`src/rtl/core/flat_file_directory_engine_macros.svh`:
```
// Assertion macros for the flat file directory engine.
// Depends on nothing; included by the RTL files that carry assertions.
`ifndef FLAT_FILE_DIRECTORY_ENGINE_MACROS_SVH
`define FLAT_FILE_DIRECTORY_ENGINE_MACROS_SVH

// Condition must hold at every clock edge out of reset.
`define FFDE_ASSERT_ALWAYS(lbl, clk, rst, cond, msg) \
   lbl: assert property (@(posedge clk) disable iff (rst) (cond)) else $error(msg);

// Consequent must hold in the same cycle as the antecedent.
`define FFDE_ASSERT_IMPLY(lbl, clk, rst, ante, cons, msg) \
   lbl: assert property (@(posedge clk) disable iff (rst) (ante) |-> (cons)) else $error(msg);

// Consequent must hold in the cycle after the antecedent.
`define FFDE_ASSERT_NEXT(lbl, clk, rst, ante, cons, msg) \
   lbl: assert property (@(posedge clk) disable iff (rst) (ante) |=> (cons)) else $error(msg);

`endif

```
`src/rtl/core/ffde_pkg.sv`:
```
// Shared types and codes of the flat file directory engine.
// No dependencies; imported by ffde_slot_check and flat_file_directory_engine.
`timescale 1ns / 1ps

package ffde_pkg;

   localparam int NAME_W     = 64;
   localparam int WORD_W     = 16;
   localparam int LEN_W      = 21;
   localparam int CMD_W      = 3;
   localparam int STAT_W     = 3;
   localparam int SLOT_OUT_W = 7;
   localparam int FILES_W    = 8;

   localparam logic [CMD_W-1:0] CMD_FIND_NAME = 3'd0;
   localparam logic [CMD_W-1:0] CMD_FIND_BOOT = 3'd1;
   localparam logic [CMD_W-1:0] CMD_WRITE     = 3'd2;
   localparam logic [CMD_W-1:0] CMD_DELETE    = 3'd3;
   localparam logic [CMD_W-1:0] CMD_FORMAT    = 3'd4;

   localparam logic [STAT_W-1:0] STAT_OK        = 3'd0;
   localparam logic [STAT_W-1:0] STAT_NOT_FOUND = 3'd1;
   localparam logic [STAT_W-1:0] STAT_BAD_NAME  = 3'd2;
   localparam logic [STAT_W-1:0] STAT_DIR_FULL  = 3'd3;
   localparam logic [STAT_W-1:0] STAT_DISK_FULL = 3'd4;

   typedef struct packed {
      logic [NAME_W-1:0] name;
      logic [WORD_W-1:0] ftype;
      logic [WORD_W-1:0] flags;
      logic [LEN_W-1:0]  offset;
      logic [LEN_W-1:0]  length;
   } entry_type;

   typedef struct packed {
      logic is_free;
      logic name_hit;
      logic boot_hit;
   } slot_check_type;

   typedef enum logic [2:0] {
      ST_CLEAR,
      ST_IDLE,
      ST_SCAN,
      ST_DECIDE,
      ST_FINISH
   } state_type;

endpackage

```
`src/rtl/core/ffde_slot_check.sv`:
```
// Shared slot compare unit: checks one directory entry against the search key.
// Depends on ffde_pkg.
`timescale 1ns / 1ps

module ffde_slot_check (
   input  ffde_pkg::entry_type            entry,
   input  logic [ffde_pkg::NAME_W-1:0]    key_name,
   input  logic [ffde_pkg::WORD_W-1:0]    boot_mask,
   output ffde_pkg::slot_check_type       check
);
   import ffde_pkg::*;

   logic slot_free;

   assign slot_free = (entry.name == '0);

   always_comb begin
      check          = '0;
      check.is_free  = slot_free;
      // an empty key never matches, so free slots are never name hits
      check.name_hit = (key_name != '0) && (entry.name == key_name);
      check.boot_hit = !slot_free && ((entry.flags & boot_mask) != '0);
   end

endmodule

```
`config.mk`:
```
export PLATFORM = sky130hd
export DESIGN_NAME = ffde_slot_check
export DESIGN_NICKNAME = d
export VERILOG_FILES = /design/src/rtl/core/flat_file_directory_engine_macros.svh /design/src/rtl/core/ffde_pkg.sv /design/src/rtl/core/ffde_slot_check.sv
export SDC_FILE = /design/constraint.sdc
export NUM_CORES = 1
export LEC_CHECK = 0
export BUFFER_PORTS_ARGS = -buffer_cell sky130_fd_sc_hd__clkbuf_2
export CORE_AREA = 2 2 85 87
export DETAILED_ROUTE_END_ITERATION = 16
export DIE_AREA = 0 0 87 89
export GPL_ROUTABILITY_DRIVEN = 0
export GPL_TIMING_DRIVEN = 0
export PLACE_DENSITY = 0.58
export SLEW_MARGIN = 20
export SYNTH_ARGS = -nofsm -noshare
export SYNTH_HDL_FRONTEND = slang
export SYNTH_SLANG_ARGS = --single-unit
export TNS_END_PERCENT = 5
```
`constraint.sdc`:
```
create_clock -name vclk -period 0.8
set_input_delay 0 -clock vclk [all_inputs]
set_output_delay 0 -clock vclk [all_outputs]
set_load 0.1 [all_outputs]
```
==> After elaboration in Yosys (flattened, before gate mapping) <==
Cells that the tools add are included.
W data, S select, Z words.
{ "word_totals": {"ff_bits": 0, "in_bits": 218, "out_inout_bits": 3, "word_cells": 8} }
{ "classes": {"n_eq_ne": 1, "bitwise_logic": 1, "reduce_logical": 6} }
{ "op_table": {"columns": ["cell", "count"], "rows": [
  ["$eq A64 B64 Y1", 1],
  ["$logic_not A64 Y1", 1],
  ["$reduce_bool A64 Y1", 1],
  ["$and A16 B16 Y16", 1],
  ["$reduce_bool A16 Y1", 1],
  ["$logic_and A1 B1 Y1", 2],
  ["$logic_not A1 Y1", 1]
]} }

==> Depth between registers and ports, before layout <==
Gate-level depths: netlist (run 1).
{ "depth": {"ltp_word": 3, "ltp_mapped": 5} }

==> Worst setup path after synthesis (run 1) <==
No wires, ideal clock.
{ "synth_timing": {"path_type": "input to output", "start": "input port entry[122] (netlist name)", "end": "output port check[1] (netlist name)", "t_arrival_ps": 3462, "required_ps": 800, "setup_slack_ps": -2662, "cell_stages": 4, "cell_sequence": "xor2_1 nor4_2 nand4_1 nor4_1"} }
{ "synth_lines": {"columns": ["item", "line_no", "source"], "rows": [
  ["start: declaration", "ffde_slot_check.sv:6", "input ffde_pkg::entry_type entry,"],
  ["end: declaration", "ffde_slot_check.sv:9", "output ffde_pkg::slot_check_type check"]
]} }

==> flow_summary.json, run 1 <==
{
  "status": "finished, violations left",
  "violations": "setup timing",
  "nNetsFinal": 522,
  "firstDrtPassIters": 4,
  "path_max_fanout": 2,
  "grt_max_degree": 3,
  "vias": 1822,
  "irDropWorstVdd_v": 0.0001523,
  "period_minus_slack_ns": 1.429,
  "syn2layout_area_growth_pct": 98.37,
  "power.internal_mw": 0.5200,
  "avgViaCountPerCell": 4.770,
  "yosysSeqAreaShare_pct": 0,
  "yosysTopAreaCellShare_pct": 26.02,
  "grt_pass1_vias": 1996,
  "ios": 221,
  "yosys_warnings": 0,
  "wl_um": 7102,
  "wl_per_cell_um": 18.59,
  "n_clock_buffer": 0,
  "grt_pass1_wl_um": 10160,
  "final_core_util_pct": 31.81,
  "cap_viol_max_count": 0,
  "placed_area_um2": 2014,
  "max_slew_margin_pct": 74.27,
  "path_buf_inv": 2,
  "hold_viol_final": 0,
  "synth_area_um2": 1077,
  "num_rows": 30,
  "p_leak_nw": 0.9985,
  "p_per_area_nw_per_um2": 493.7,
  "fin_crit_sh_pct": 178.6,
  "start_util_pct": 16.03,
  "dieWidth_um": 87,
  "drt-initial-drc-count": 37,
  "seqPwrFrac_pct": 0,
  "holdPathEnd": "check[0]",
  "nFlopsAndLatches": 0,
  "num-fill-cells": 748,
  "hp-start": "boot_mask[14]",
  "path_cells": "clkbuf_2, xnor2_1, nand4_1, nor4_1, nand2_1, nor4_4, buf_8",
  "core_um2": 6719,
  "endpoint_kind": "primary output",
  "ant_nets": 0,
  "final-setup-viol-count": 3,
  "critical_path_class": "primary input to primary output",
  "antenna_found_initial": 0,
  "cp_slowest_cell": "xnor2_1",
  "hold_depth": 4,
  "die_area_um2": 7743,
  "fmax_mhz": 700.0,
  "hold_slack_ns": 0.5757,
  "cts_setup_buffers": 0,
  "crit_arrival_ns": 1.43,
  "slowest_delay_ns": 0.31,
  "yosys.cell_types.count": 12,
  "synth_nets": 357,
  "port_buffers": 163,
  "dp_hpwl_um": 6823,
  "n_antenna_cell": 0,
  "required_ns": 0.80,
  "crit_path_start_kind": "primary input",
  "rsz0062_at_grt": "true",
  "synth_cells": 139,
  "worst_slew_pin_slew_ns": 0.3825,
  "p_sw_mw": 0.5351,
  "layout.area.seq_um2": 0,
  "p_comb_share_pct": 100.0,
  "final_area_um2": 2137,
  "final_max_slew_viol_count": 0,
  "syn_avg_cell_area_um2": 7.750,
  "switching_share_pct": 50.71,
  "die_h_um": 89,
  "drive_above_1_share_pct": 59.60,
  "fin_tns_setup_ns": -1.770,
  "timing.final.ws_setup_ns": -0.6286,
  "pwr-share-clk_pct": 0,
  "critical_path.top_delay_family": "simple AND/OR/NAND/NOR gates",
  "synthTopCellsByArea": "xnor2_1 (26%), xor2_1 (26%), nor4_1 (23%)",
  "hold_path_class": "primary input to primary output",
  "grt_remaining_overflow": 0,
  "drcViolationCount": 0,
  "grt_usage_pct": 17.76,
  "yosys.area.top_type": "xnor2_1"
}
==> metal layers <==
layer  part of all wire, %  up-vias  GRT usage [%]  wire (µm)
met4                   1.4        0          2.557        102
met1                    41      807          21.59       2941
met5                     0        -              0          0
met2                    50      118          34.28       3519
li1                      -      891              -          -
met3                   7.6        6          1.754        539
==> how the worst max path moves through the flow <==
stage | from | end | slack (ns) | cells after the start
after floorplan | entry[122] | check[1] | -0.89 | 4
after global placement | entry[75] | check[2] | -1.13 | 6
after detailed placement | entry[75] | check[2] | -1.11 | 6
after CTS | entry[131] | check[1] | -0.65 | 6
after global routing | entry[74] | check[1] | -0.71 | 6
final | entry[111] | check[1] | -0.63 | 7
==> power by group through the flow <==
stage,logic (mW),registers [mW],clock network (mW)
2_1_floorplan,0.348,0,0
3_3_place_gp,1.02,0,0
3_5_place_dp,1.03,0,0
4_1_cts,1.06,0,0
5_1_grt,1.15,0,0
6_report,1.06,0,0
==> kinds of logic after synthesis <==
kind of cell    count (synthesis)  synth area share, %
buf+inv                         1               0.6971
simple gates                   65                40.42
compound gates                  9                6.853
xor+xnor                       64                52.03
==> synth_stat cells <==
cell type,number
a22oi_1,2
nand2_1,1
xnor2_1,32
nand4_1,18
nor4_2,5
a31oi_1,1
a22o_1,3
buf_4,1
xor2_1,32
and3_1,1
nor4_1,40
a221oi_1,3
==> stage by stage <==
step / setup WS [ns] / std cells / total power [mW]
after global placement: -1.130 / 382 / 1.018
after global routing: -0.7059 / 382 / 1.153
after floorplan: -0.8928 / 139 / 0.3477
after CTS: -0.6494 / 382 / 1.058
final: -0.6286 / 382 / 1.055
after detailed placement: -1.109 / 382 / 1.026
==> timing repair <==
item | in CTS | in global routing
cloned | 0 | 0
hold buffers | 0 | 0
endpoints found under the setup margin | 3 | 3
pin swaps | 6 | 1
resized for setup | 17 | 3
==> cell usage in the layout, fill, tap and decap left out, types with 2 or more instances in the layout <==
cell | synthesis | layout
a221oi_1 | 3 | 3
nand4_1 | 18 | 18
xnor2_1 | 32 | 31
nor4_1 | 40 | 31
nor4_4 | 0 | 4
nor4_2 | 5 | 10
xor2_1 | 32 | 32
a22oi_1 | 2 | 2
a22o_1 | 3 | 3
clkbuf_2 | 0 | 160
==> area by class of cell <==
class	count	area, µm²	share of cell area [%]
plain buffers	1	7.507	0.3513
multi-input cells	138	1175	54.98
well taps	80	100.1	4.684
repair buffers	163	854.6	39.99
Note: power is estimated with default switching activity, not from simulation.
==> run 2: changes to the inputs <==
--- a/config.mk
+++ b/config.mk
@@ -11,6 +11,7 @@
 export DIE_AREA = 0 0 87 89
 export GPL_ROUTABILITY_DRIVEN = 0
 export GPL_TIMING_DRIVEN = 0
+export MAX_ROUTING_LAYER = met4
 export PLACE_DENSITY = 0.58
 export SLEW_MARGIN = 20
 export SYNTH_ARGS = -nofsm -noshare
==> run 2 against run 1 <==
The run still ends with setup timing left; via count rose by 0.44%; routed wire length barely moved; sequential share of layout area did not move; critical path depth did not move; non-clock buffer count did not move; die area did not move; hold slack barely moved; combinational power barely moved; fmax rose by 0.11%; count of clock-buffer cells in the layout did not move; largest power group unchanged; highest routed layer unchanged.
==> flow_summary.json, run 2 (synthesis gave the netlist of run 1 again) <==
{
  "status": "finished, violations left",
  "violations": "setup timing",
  "timing.final.ws_setup_ns": -0.6270,
  "wl_um": 7104,
  "nFlopsAndLatches": 0,
  "final_core_util_pct": 31.81,
  "grt_pass1_wl_um": 10150,
  "use_met2_pct": 34.28,
  "drt-initial-drc-count": 47,
  "vias": 1830,
  "dp_hpwl_um": 6823,
  "hp-start": "boot_mask[14]",
  "rsz0062_at_grt": "true",
  "n_antenna_cell": 0,
  "endpoint_kind": "primary output",
  "ant_nets": 0,
  "mostFrequentLayoutCell": "clkbuf_2",
  "cp_slowest_cell": "xnor2_1",
  "syn2layout_area_growth_pct": 98.37,
  "hold_viol_final": 0,
  "critical_path_class": "primary input to primary output",
  "hold_depth": 4,
  "die_area_um2": 7743,
  "cts_setup_buffers": 0,
  "start_util_pct": 16.03,
  "hold_buffers": 0,
  "fin_crit_sh_pct": 178.4,
  "wl_per_cell_um": 18.60,
  "cp-startpoint": "entry[111]",
  "die_h_um": 89,
  "p_leak_nw": 0.9985,
  "firstDrtPassIters": 4,
  "final_area_um2": 2137,
  "nNetsFinal": 522,
  "required_ns": 0.80,
  "crit_path_start_kind": "primary input",
  "drive_above_1_share_pct": 59.60,
  "antenna_found_initial": 0,
  "fmax_mhz": 700.8,
  "period_minus_slack_ns": 1.427,
  "layout.area.seq_um2": 0,
  "dp.cells": 382,
  "max_slew_margin_pct": 74.94,
  "grt_busiest_layer": "met2",
  "grt_remaining_overflow": 0,
  "most-common-layout-cells": "clkbuf_2 (160), xor2_1 (32), nor4_1 (31), xnor2_1 (31), nand4_1 (18)",
  "path_cells": "clkbuf_2, xnor2_1, nand4_1, nor4_1, nand2_1, nor4_4, buf_8",
  "path_max_fanout": 2,
  "slowest_delay_ns": 0.31,
  "fin_cells": 382,
  "grt_usage_pct": 18.31,
  "grt_max_degree": 3,
  "ios": 221,
  "worst_slew_pin_slew_ns": 0.3724,
  "globalRouteMet1Util_pct": 21.37,
  "num_rows": 30,
  "port_buffers": 163,
  "n_clock_buffer": 0,
  "final-setup-viol-count": 3,
  "irDropWorstVdd_v": 0.0001519,
  "core_um2": 6719,
  "grt_pass1_vias": 1998,
  "dp_slack_ns": -1.109,
  "holdPathEnd": "check[0]",
  "cap_viol_max_count": 0,
  "hold_slack_ns": 0.5755,
  "crit_arrival_ns": 1.43,
  "drcViolationCount": 0,
  "critical_path.top_delay_family": "simple AND/OR/NAND/NOR gates",
  "dieWidth_um": 87,
  "placed_area_um2": 2014,
  "p_per_area_nw_per_um2": 493.8,
  "grt_util_met3_pct": 2.124,
  "avgViaCountPerCell": 4.791,
  "hold_path_class": "primary input to primary output",
  "path_buf_inv": 2,
  "final_max_slew_viol_count": 0
}
## run 2: how the worst max path moves through the flow
stage	endpoint	slack, ns	cells past startpoint
after floorplan	check[1]	-0.89	4
after global placement	check[2]	-1.13	6
after detailed placement	check[2]	-1.11	6
after CTS	check[1]	-0.65	6
after global routing	check[1]	-0.71	6
final	check[1]	-0.63	7
## run 2: per-stage QoR
step | total power, mW | setup TNS [ns]
after floorplan | 0.3477 | -1.542
after global placement | 1.018 | -2.978
after detailed placement | 1.026 | -3.002
after CTS | 1.058 | -1.801
after global routing | 1.153 | -2.003
final | 1.055 | -1.767
## run 2: area by class of cell
cell class / instances / area [µm²]
buffer: 1 / 7.507
fill: 748 / 4582
multi-input combinational: 138 / 1175
tap: 80 / 100.1
timing repair buffer: 163 / 854.6
## run 2: routing by layer
| layer | wire (µm) | part of all wire [%] |
|---|---|---|
| met1 | 2875 | 40 |
| met2 | 3522 | 50 |
| met3 | 607 | 8.5 |
| met4 | 99 | 1.4 |
| met5 | 0 | 0 |
## run 2: power by group
part / switching [mW] / leakage, nW / internal [mW]
clock network: 0 / 0 / 0
registers: 0 / 0 / 0
logic: 0.535 / 0.999 / 0.520
total: 0.535 / 0.999 / 0.520
## run 2: repair_timing
| action | 4_1_cts | 5_1_grt |
|---|---|---|
| endpoints found under the setup margin | 3 | 3 |
| cloned | 0 | 0 |
| pin swaps | 6 | 1 |
| endpoints found under the hold margin | 0 | 0 |
| gates resized for setup | 17 | 3 |
